File: src/hw/rtl/crc32_packet_deframer_assert.svh
// Assertion macros shared by the deframer RTL.
`ifndef CRC32_PACKET_DEFRAMER_ASSERT_SVH
`define CRC32_PACKET_DEFRAMER_ASSERT_SVH

`ifndef SYNTH
`define CRCDF_ASSERT(label, clock, reset_n, prop, msg) \
    label: assert property (@(posedge clock) disable iff (!reset_n) prop) else $error(msg);
`define CRCDF_ASSERT_ALWAYS(label, clock, prop, msg) \
    label: assert property (@(posedge clock) prop) else $error(msg);
`else
`define CRCDF_ASSERT(label, clock, reset_n, prop, msg)
`define CRCDF_ASSERT_ALWAYS(label, clock, prop, msg)
`endif

`endif

File: src/hw/rtl/crcdf_pkg.sv
package crcdf_pkg;

    localparam int HEADER_BYTES = 16;
    localparam int HDR_IDX_W = $clog2(HEADER_BYTES + 1);
    localparam logic [31:0] CRC_POLY = 32'hEDB8_8320;

    typedef enum logic [2:0] {
        ST_OK           = 3'd0,
        ST_TOO_SHORT    = 3'd1,
        ST_BAD_MAGIC    = 3'd2,
        ST_LEN_MISMATCH = 3'd3,
        ST_CRC_MISMATCH = 3'd4
    } status_t;

    typedef enum logic [1:0] {
        HW_MAGIC    = 2'd0,
        HW_LENGTH   = 2'd1,
        HW_SEQUENCE = 2'd2,
        HW_CRC      = 2'd3
    } hdr_word_t;

    typedef struct packed {
        logic [7:0] rx_byte;
        logic       end_of_frame;
    } frame_req_t;

    typedef struct packed {
        logic        payload_valid;
        logic [7:0]  payload_byte;
        logic        frame_done;
        status_t     status;
        logic [31:0] sequence_number;
        logic [31:0] payload_length;
    } report_req_t;

    // Reflected CRC-32 update over one byte, least significant bit first.
    function automatic logic [31:0] crc_byte(input logic [31:0] crc, input logic [7:0] b);
        logic [31:0] c;
        c = crc ^ {24'd0, b};
        for (int k = 0; k < 8; k++)
        begin
            c = c[0] ? ((c >> 1) ^ CRC_POLY) : (c >> 1);
        end
        return c;
    endfunction

endpackage

File: src/hw/rtl/crc32_packet_deframer.sv
// Length-prefixed frame deframer with CRC-32 check. One frame byte is taken per request on the
// frame channel, and a new request can be accepted in every clock cycle while frame_stall is low.
// The first sixteen bytes are a big-endian header of magic, payload length, sequence and CRC
// words; header bytes give no report unless they end the frame. Every later byte is passed out
// on the report channel and folded into a reflected CRC-32, and the report for the byte marked
// end_of_frame also carries the frame status and, unless the frame is too short, its sequence
// and length. A byte is held in an input register, processed in a single pass of CRC and compare
// logic, and its report sits in an output register; a stall keeps a byte in the input register.
// Stall on the report channel reaches frame_stall in the same cycle only while the held byte would
// produce a report. The magic register must be written only while no frame byte is in flight.
module crc32_packet_deframer
    import crcdf_pkg::*;
(
    input  logic        clk,
    input  logic        rst_n,
    input  logic        magic_we,
    input  logic [31:0] magic_wdata,
    input  logic        frame_valid,
    output logic        frame_stall,
    input  frame_req_t  frame_req,
    output logic        report_valid,
    input  logic        report_stall,
    output report_req_t report_req
);

`include "crc32_packet_deframer_assert.svh"

    localparam logic [HDR_IDX_W-1:0] HDR_FULL = HDR_IDX_W'(HEADER_BYTES);

    logic [31:0]          magic_word_reg;
    logic                 in_valid_reg;
    frame_req_t           in_req_reg;
    logic                 res_valid_reg;
    report_req_t          res_req_reg;

    logic [HDR_IDX_W-1:0] header_index_reg, header_index_next;
    logic [31:0]          header_shift_reg, header_shift_next;
    logic                 magic_ok_reg, magic_ok_next;
    logic [31:0]          declared_length_reg, declared_length_next;
    logic [31:0]          sequence_reg, sequence_next;
    logic [31:0]          expected_crc_reg, expected_crc_next;
    logic [31:0]          running_crc_reg, running_crc_next;
    logic [31:0]          payload_count_reg, payload_count_next;

    logic                 is_payload;
    logic                 emits;
    logic                 process;
    status_t              status_next;
    report_req_t          res_req_next;

    assign is_payload = (header_index_reg == HDR_FULL);
    assign emits = is_payload || in_req_reg.end_of_frame;
    assign process = in_valid_reg && (!emits || !res_valid_reg || !report_stall);
    assign frame_stall = in_valid_reg && !process;

    assign report_valid = res_valid_reg;
    assign report_req = res_req_reg;

    always_comb
    begin
        header_index_next    = header_index_reg;
        header_shift_next    = header_shift_reg;
        magic_ok_next        = magic_ok_reg;
        declared_length_next = declared_length_reg;
        sequence_next        = sequence_reg;
        expected_crc_next    = expected_crc_reg;
        running_crc_next     = running_crc_reg;
        payload_count_next   = payload_count_reg;

        if (!is_payload)
        begin
            header_shift_next = {header_shift_reg[23:0], in_req_reg.rx_byte};
            if (header_index_reg[1:0] == 2'b11)
            begin
                unique case (hdr_word_t'(header_index_reg[3:2]))
                    HW_MAGIC:    magic_ok_next = (header_shift_next == magic_word_reg);
                    HW_LENGTH:   declared_length_next = header_shift_next;
                    HW_SEQUENCE: sequence_next = header_shift_next;
                    HW_CRC:      expected_crc_next = header_shift_next;
                    default:     expected_crc_next = header_shift_next;
                endcase
            end
            header_index_next = header_index_reg + HDR_IDX_W'(1);
        end
        else
        begin
            running_crc_next = crc_byte(running_crc_reg, in_req_reg.rx_byte);
            if (payload_count_reg != '1)
            begin
                payload_count_next = payload_count_reg + 32'd1;
            end
        end

        if (header_index_next != HDR_FULL)
        begin
            status_next = ST_TOO_SHORT;
        end
        else if (!magic_ok_next)
        begin
            status_next = ST_BAD_MAGIC;
        end
        else if (payload_count_next != declared_length_next)
        begin
            status_next = ST_LEN_MISMATCH;
        end
        else if (~running_crc_next != expected_crc_next)
        begin
            status_next = ST_CRC_MISMATCH;
        end
        else
        begin
            status_next = ST_OK;
        end

        res_req_next.payload_valid   = is_payload;
        res_req_next.payload_byte    = is_payload ? in_req_reg.rx_byte : 8'd0;
        res_req_next.frame_done      = in_req_reg.end_of_frame;
        res_req_next.status          = ST_OK;
        res_req_next.sequence_number = 32'd0;
        res_req_next.payload_length  = 32'd0;
        if (in_req_reg.end_of_frame)
        begin
            res_req_next.status = status_next;
            if (status_next != ST_TOO_SHORT)
            begin
                res_req_next.sequence_number = sequence_next;
                res_req_next.payload_length  = declared_length_next;
            end
        end

        // The frame's last byte returns all frame state to its start value.
        if (in_req_reg.end_of_frame)
        begin
            header_index_next    = '0;
            header_shift_next    = '0;
            magic_ok_next        = 1'b0;
            declared_length_next = '0;
            sequence_next        = '0;
            expected_crc_next    = '0;
            running_crc_next     = '1;
            payload_count_next   = '0;
        end
    end

    always_ff @(posedge clk or negedge rst_n)
    begin
        if (!rst_n)
        begin
            magic_word_reg <= '0;
        end
        else if (magic_we)
        begin
            magic_word_reg <= magic_wdata;
        end
    end

    always_ff @(posedge clk or negedge rst_n)
    begin
        if (!rst_n)
        begin
            in_valid_reg <= 1'b0;
        end
        else if (!frame_stall)
        begin
            in_valid_reg <= frame_valid;
        end
    end

    always_ff @(posedge clk)
    begin
        if (frame_valid && !frame_stall)
        begin
            in_req_reg <= frame_req;
        end
    end

    always_ff @(posedge clk or negedge rst_n)
    begin
        if (!rst_n)
        begin
            res_valid_reg <= 1'b0;
        end
        else if (process && emits)
        begin
            res_valid_reg <= 1'b1;
        end
        else if (!report_stall)
        begin
            res_valid_reg <= 1'b0;
        end
    end

    always_ff @(posedge clk)
    begin
        if (process && emits)
        begin
            res_req_reg <= res_req_next;
        end
    end

    always_ff @(posedge clk or negedge rst_n)
    begin
        if (!rst_n)
        begin
            header_index_reg    <= '0;
            header_shift_reg    <= '0;
            magic_ok_reg        <= 1'b0;
            declared_length_reg <= '0;
            sequence_reg        <= '0;
            expected_crc_reg    <= '0;
            running_crc_reg     <= '1;
            payload_count_reg   <= '0;
        end
        else if (process)
        begin
            header_index_reg    <= header_index_next;
            header_shift_reg    <= header_shift_next;
            magic_ok_reg        <= magic_ok_next;
            declared_length_reg <= declared_length_next;
            sequence_reg        <= sequence_next;
            expected_crc_reg    <= expected_crc_next;
            running_crc_reg     <= running_crc_next;
            payload_count_reg   <= payload_count_next;
        end
    end

    `CRCDF_ASSERT(a_index_bounded, clk, rst_n,
        header_index_reg <= HDR_FULL,
        "header index overran")
    `CRCDF_ASSERT(a_no_empty_report, clk, rst_n,
        res_valid_reg |-> (res_req_reg.payload_valid || res_req_reg.frame_done),
        "report with neither payload nor frame end")
    `CRCDF_ASSERT(a_status_only_at_end, clk, rst_n,
        (res_valid_reg && !res_req_reg.frame_done) |-> (res_req_reg.status == ST_OK),
        "status set on a report that does not end a frame")
    `CRCDF_ASSERT(a_short_has_no_payload, clk, rst_n,
        (res_valid_reg && res_req_reg.status == ST_TOO_SHORT) |-> !res_req_reg.payload_valid,
        "short frame report carries payload")
    `CRCDF_ASSERT(a_clear_after_end, clk, rst_n,
        (process && in_req_reg.end_of_frame) |=>
            (header_index_reg == '0 && running_crc_reg == '1 && payload_count_reg == '0),
        "frame state not cleared after frame end")

endmodule
File: config.mk
export PLATFORM = sky130hd
export DESIGN_NAME = crc32_packet_deframer
export DESIGN_NICKNAME = d
export VERILOG_FILES = /design/src/hw/rtl/crcdf_pkg.sv /design/src/hw/rtl/crc32_packet_deframer.sv
export VERILOG_INCLUDE_DIRS = /design/src /design/src/hw/rtl
export SDC_FILE = /design/constraint.sdc
export NUM_CORES = 1
export LEC_CHECK = 0
export BUFFER_PORTS_ARGS = -buffer_cell sky130_fd_sc_hd__buf_2
export CAP_MARGIN = 10
export CORE_ASPECT_RATIO = 2
export CORE_MARGIN = 4
export CORE_UTILIZATION = 64
export DETAILED_ROUTE_END_ITERATION = 8
export HOLD_SLACK_MARGIN = 0.08
export PLACE_DENSITY = 0.82
export SYNTH_ARGS = -nofsm -noshare
export SYNTH_HDL_FRONTEND = slang
export SYNTH_SLANG_ARGS = --single-unit
File: constraint.sdc
create_clock -name clk -period 8.9 [get_ports clk]
set_input_delay 1.335 -clock clk [delete_from_list [all_inputs] [get_ports clk]]
set_output_delay 1.335 -clock clk [all_outputs]
set_load 0.01 [all_outputs]
After elaboration in Yosys (flattened, before gate mapping)
Index checks and enable logic that the tools add are counted.

operators by class
  add/subtract/negate cells = 2
  equal/unequal tests = 13
  muxes and demuxes = 39
  bitwise gates (word level) = 10
  reductions and logical operators = 15

operator list
  kind                   number
  $mux 32                25
  $not 13->14            8
  $ne 32x32->1           2
  $mux 24                2
  $add 32x1->32 const B  1
  $eq 32x32->1           1
  $ne 32x32->1 const B   1
  $not 32->32            1
  $xor 32x8->32          1
  $mux 3                 4
  $mux 5                 2
  $eq 2x2->1 const B     3
  $mux 1                 6
  $add 5x1->5 const B    1
  $eq 5x5->1 const B     1
  $logic_not 1->1        5
  $ne 5x5->1 const B     1
  $logic_and 1x1->1      4
  $reduce_and 2->1       2
  $logic_or 1x1->1       3
  $ne 3x1->1 const B     1
  $eq 2x1->1 const B     1
  $logic_not 2->1        1
  $ne 2x1->1 const B     1
  $ne 2x2->1 const B     1

storage, ports and cells
  register bits = 310
  input port bits = 46
  output and inout port bits = 79

Logic depth before layout (Yosys ltp)
  depth in word-level cells = 26
  mapped depth = 13

Least setup slack after synthesis
No wires, ideal clock.

  path type = input to register
  start = input report_stall
  end = register res_req_reg, in the netlist report_req[0], enable pin
  library setup time = 0.513 ns
  arrival time = 5.212 ns
  data required time = 8.387 ns
  path slack = 3.175 ns
  stages = 5
  path through = nand2_1 o21ai_1 clkbuf_1 clkbuf_1 nor2_1

on the way
  word-level cells in the longest chain between the ends = 4

ends and longest elaborated chain
  element               line                          source
  start, declared       crc32_packet_deframer.sv:22   input logic report_stall,
  $logic_not 1->1       n/a
  $logic_or 1x1->1      crc32_packet_deframer.sv:53   assign process = in_valid_reg && (!emits || !res_valid_reg || !report_stall);
  $logic_and 1x1->1     crc32_packet_deframer.sv:53
  $logic_and 1x1->1     crc32_packet_deframer.sv:195  if (process && emits)
  end signal, assigned  crc32_packet_deframer.sv:197  res_req_reg <= res_req_next;
  end, declared         crc32_packet_deframer.sv:34   report_req_t res_req_reg;

No other way between the ends.
A chain may end at the register's enable or synchronous reset.

Worst setup path after layout
  start = register header_index_reg[0]
  end = register declared_length_reg[29]

on the way
  word-level cells in the longest chain between the ends = 6
  elaborated cells between the ends (all ways) = 10
  classes of those cells = 2 x eq/ne; 3 x mux; 5 x reduce/logical

ends and longest elaborated chain
  element                         line                          source
  start, declared                 crc32_packet_deframer.sv:36   logic [HDR_IDX_W-1:0] header_index_reg, header_index_next;
  start signal, assigned          crc32_packet_deframer.sv:216  header_index_reg <= header_index_next;
  start signal, assigned          crc32_packet_deframer.sv:228  header_index_reg <= HDR_FULL,
  $eq 5x5->1                      crc32_packet_deframer.sv:51   assign is_payload = (header_index_reg == HDR_FULL);
  $logic_or 1x1->1                crc32_packet_deframer.sv:52   assign emits = is_payload || in_req_reg.end_of_frame;
  $logic_not 1->1                 crc32_packet_deframer.sv:53
  $logic_or 1x1->1 (2 in series)  crc32_packet_deframer.sv:53
  $logic_and 1x1->1               crc32_packet_deframer.sv:53
  end signal, assigned            crc32_packet_deframer.sv:219  declared_length_reg <= declared_length_next;
  end, declared                   crc32_packet_deframer.sv:39   logic [31:0] declared_length_reg, declared_length_next;

Several ways; a longest one is shown, not always the timed one.

==> key figures <==
Route
  – Wire per inst: 24.12 um
  – First drt pass iteration count: 5
  – Via count: 13280
  – Routed WL: 48.99 mm
  – Iter 0 DRT Violations: 1499
  – Detail Route Antenna Nets: 0
  – Vias/cell: 6.541
  – Post-route DRC: 0

Worst setup path
  – Worst reg2reg path startpoint: header_index_reg[0]$_DFFE_PN0P_
  – Crit path required time: 9.38 ns
  – Startpoint Class: flop
  – CP Class: reg2reg
  – Setup crit end kind: flop
  – R2r setup slk: 4.11 ns
  – Crit path to: declared_length_reg[29]$_DFFE_PN0P_
  – R2R Path End: declared_length_reg[29]$_DFFE_PN0P_
  – Critical Path Fanout Max: 54
  – CP Launch Point: header_index_reg[0]$_DFFE_PN0P_
  – Reg2reg path depth: 12
  – Data arrival time of the critical path: 5.28 ns

Timing
  – Final Hold Fails: 0
  – F_max: 0.2086 GHz
  – Period minus WS final: 4.795 ns
  – Final worst path period share: 53.87%
  – Final Max Slew Viols: 0
  – # setup viols final: 0
  – Clock skew: 0.02931 ns
  – Final WS setup: 4.105 ns
  – Slew @ Worst Pin: 1.230 ns
  – Max-slew headroom: 17.90%
  – Total negative slack: 0 ns
  – RSZ-0062 raised after global routing: no

Cells and area
  – # fillers: 1897
  – Max reg flops: 77
  – Final core utilization: 71.23%
  – Area growth syn-to-layout: 9.955%
  – Finished Layout Cells: 2031
  – Layout cells sized above 1: 17.21%
  – # diodes: 0
  – Final-stage net count: 1719

Power and ir drop
  – Pwr Total: 4.123 mW
  – Worst VDD drop: 193.5 uV
  – Lkg Pwr: 7.550 nW
  – Pwr/cell area: 225.7 mW/mm2

Floorplanning
  – I/O pin cnt: 125
  – Chip Width: 121.9 um
  – FP Rows: 83
  – Die Footprint: 0.02876 mm2
  – Initial Util: 64.78%
  – Core region area: 0.02565 mm2
  – Die Y: 235.9 um

Logic synthesis
  – Top cells by count, synth: dfrtp_1 (192), nand2_1 (191), xnor2_1 (135)
  – Yosys top cell area share: 28.92%
  – Post-synth EDFFs: 86
  – Post-Syn Instances: 1624
  – Seq cells post-synth: 310
  – Mapped Nets: 1673
  – Yosys top cell by area: dfrtp_1
  – YS warnings: 0
  – Post-synth top flop: dfrtp_1
  – Distinct cells, synth: 75
  – Synthesized area: 0.01662 mm2
  – Post-synthesis sequential area ratio: 49.52%
  – Count leader, synth: dfrtp_1
  – Async set or reset register ratio after synthesis: 72.26%
  – Ranking of synthesized cells by area: dfrtp_1 (29%), edfxtp_1 (16%), xnor2_1 (7.1%)
  – Avg Inst Size Synth: 10.23 um2

CTS
  – Clock root buffer: clkbuf_16
  – Clock Pin Slew Worst Setup and Hold Paths: 0.07 ns
  – CTS Sinks: 310
  – Clock tree from TritonCTS: done
  – Cts bufs inserted: 27
  – H-tree levels: 1
  – Clk Latency, worst-skew pair: 0.57 ns
  – CTS Buffer Depth: 3
  – Post-CTS Setup Bufs: 0
  – Cts-stage hold buffer count: 0
  – CTS resizes: 0

Place
  – Pre-CTS setup slack: 4.233 ns
  – Placed insts: 1981
  – Placed wire-length estimate: 33.70 mm
  – Global placement routability congestion: 0.9847
  – # port buffers: 124

Global routing
  – Vias in the first global route: 13380
  – First-pass GRT wire length: 75.89 mm
  – Tot GR Track Use: 34.24%
  – Largest net degree at the start of global routing: 102
  – GR Overflow Total: 0
  – Initial antenna violation count: 0

Run
  – Max_cap viols: 0

Min path
  – Hold WC Path Type: reg2reg

Status
  – Outcome: finished, final reports clean
[stage by stage]
step | hold slack (ns) | cell area (um2)
5_1_grt | 0.5007 | 18270
3_3_place_gp | 0.4598 | 17350
3_5_place_dp | 0.4702 | 17350
4_1_cts | 0.4850 | 18270
6_report | 0.4847 | 18270
2_1_floorplan | 0.4483 | 16620
[how the worst min path moves through the flow]
| stage | start | endpoint | slack (ns) | cells after the start |
|---|---|---|---|---|
| 2_1_floorplan | declared_length_reg[31]$_DFFE_PN0P_ | declared_length_reg[31]$_DFFE_PN0P_ | 0.45 | 2 |
| 3_3_place_gp | expected_crc_reg[7]$_DFFE_PN0P_ | expected_crc_reg[7]$_DFFE_PN0P_ | 0.46 | 2 |
| 3_5_place_dp | sequence_reg[24]$_DFFE_PN0P_ | sequence_reg[24]$_DFFE_PN0P_ | 0.47 | 2 |
| 4_1_cts | sequence_reg[24]$_DFFE_PN0P_ | sequence_reg[24]$_DFFE_PN0P_ | 0.49 | 2 |
| 5_1_grt | sequence_reg[9]$_DFFE_PN0P_ | sequence_reg[9]$_DFFE_PN0P_ | 0.50 | 2 |
| 6_report | sequence_reg[12]$_DFFE_PN0P_ | sequence_reg[12]$_DFFE_PN0P_ | 0.48 | 2 |
[report_power, final]
group / leakage [nW] / total, mW / internal (mW) / switching (mW)
clock: 0.447 / 1.24 / 0.703 / 0.541
combinational: 3.37 / 1.08 / 0.464 / 0.616
sequential: 3.73 / 1.80 / 1.63 / 0.165
[cell usage in the layout, fill, tap and decap left out, types with 4 or more instances in the layout]
cell       synthesis  routed
a22o_1            58      58
xor2_1            58      58
nor3_1            13      13
xnor2_1          135     135
a22oi_1           28      28
nand2_1          191     191
clkbuf_16          0      27
a21boi_0          32      32
o31ai_1           23      22
clkinv_2           0       5
nand3_1           31      29
nand4_1           34      34
edfxtp_1          86      86
inv_1             10      10
mux2_2            32      32
a21oi_1           89      89
and3_1            11      11
dfrtp_1          192     192
o41ai_1            4       4
a31oi_1           11      11
nor4_1            11      11
o21ai_0          132     132
bufinv_16          0       4
o22ai_1           21      21
clkbuf_1          94       6
buf_2             24     123
buf_4              7      30
and2_1            13      13
and4_1             8       8
xor2_4             4       4
mux2i_1           66      66
dfstp_2           32      32
nor2_1            98      96
[area by class of cell]
class                      instances  area [um2]  share of cell area (%)
clock buffer                      36       739.5                   4.047
tap                              340       425.4                   2.328
sequential                       310        8228                   45.03
clock inverter                    14       185.2                   1.014
multi-input combinational       1165        7791                   42.64
timing repair buffer             154       855.8                   4.684
inverter                          12       45.04                  0.2465
[metal layers]
layer	part of all wire [%]	track usage, %	vias to the layer above
li1	-	-	5870
met1	35	40.53	6483
met2	50	57.32	714
met3	6.7	4.319	217
met4	8.2	23.26	0
met5	0	0	-
[critical path: stages, from the launching register on]
cell       delay, ns
dfrtp_1         0.43
inv_1           0.09
ha_1            0.22
nand4bb_1       0.10
buf_4           0.34
inv_2           0.23
nor2_1          0.43
nor2_1          0.19
nor2b_4         0.14
buf_4           0.49
nand2_1         0.58
nor2_2          1.11
a22o_1          0.28
[kinds of logic after synthesis]
logic type | after synthesis | synth area share (%)
compound gates | 427 | 16.47
fa+ha+maj | 3 | 0.2259
flops | 310 | 49.52
xor+xnor | 204 | 11.63
simple gates | 433 | 12.16
buf+inv | 149 | 3.855
mux | 98 | 6.145
No activity file was read; power rests on OpenSTA's default activity.
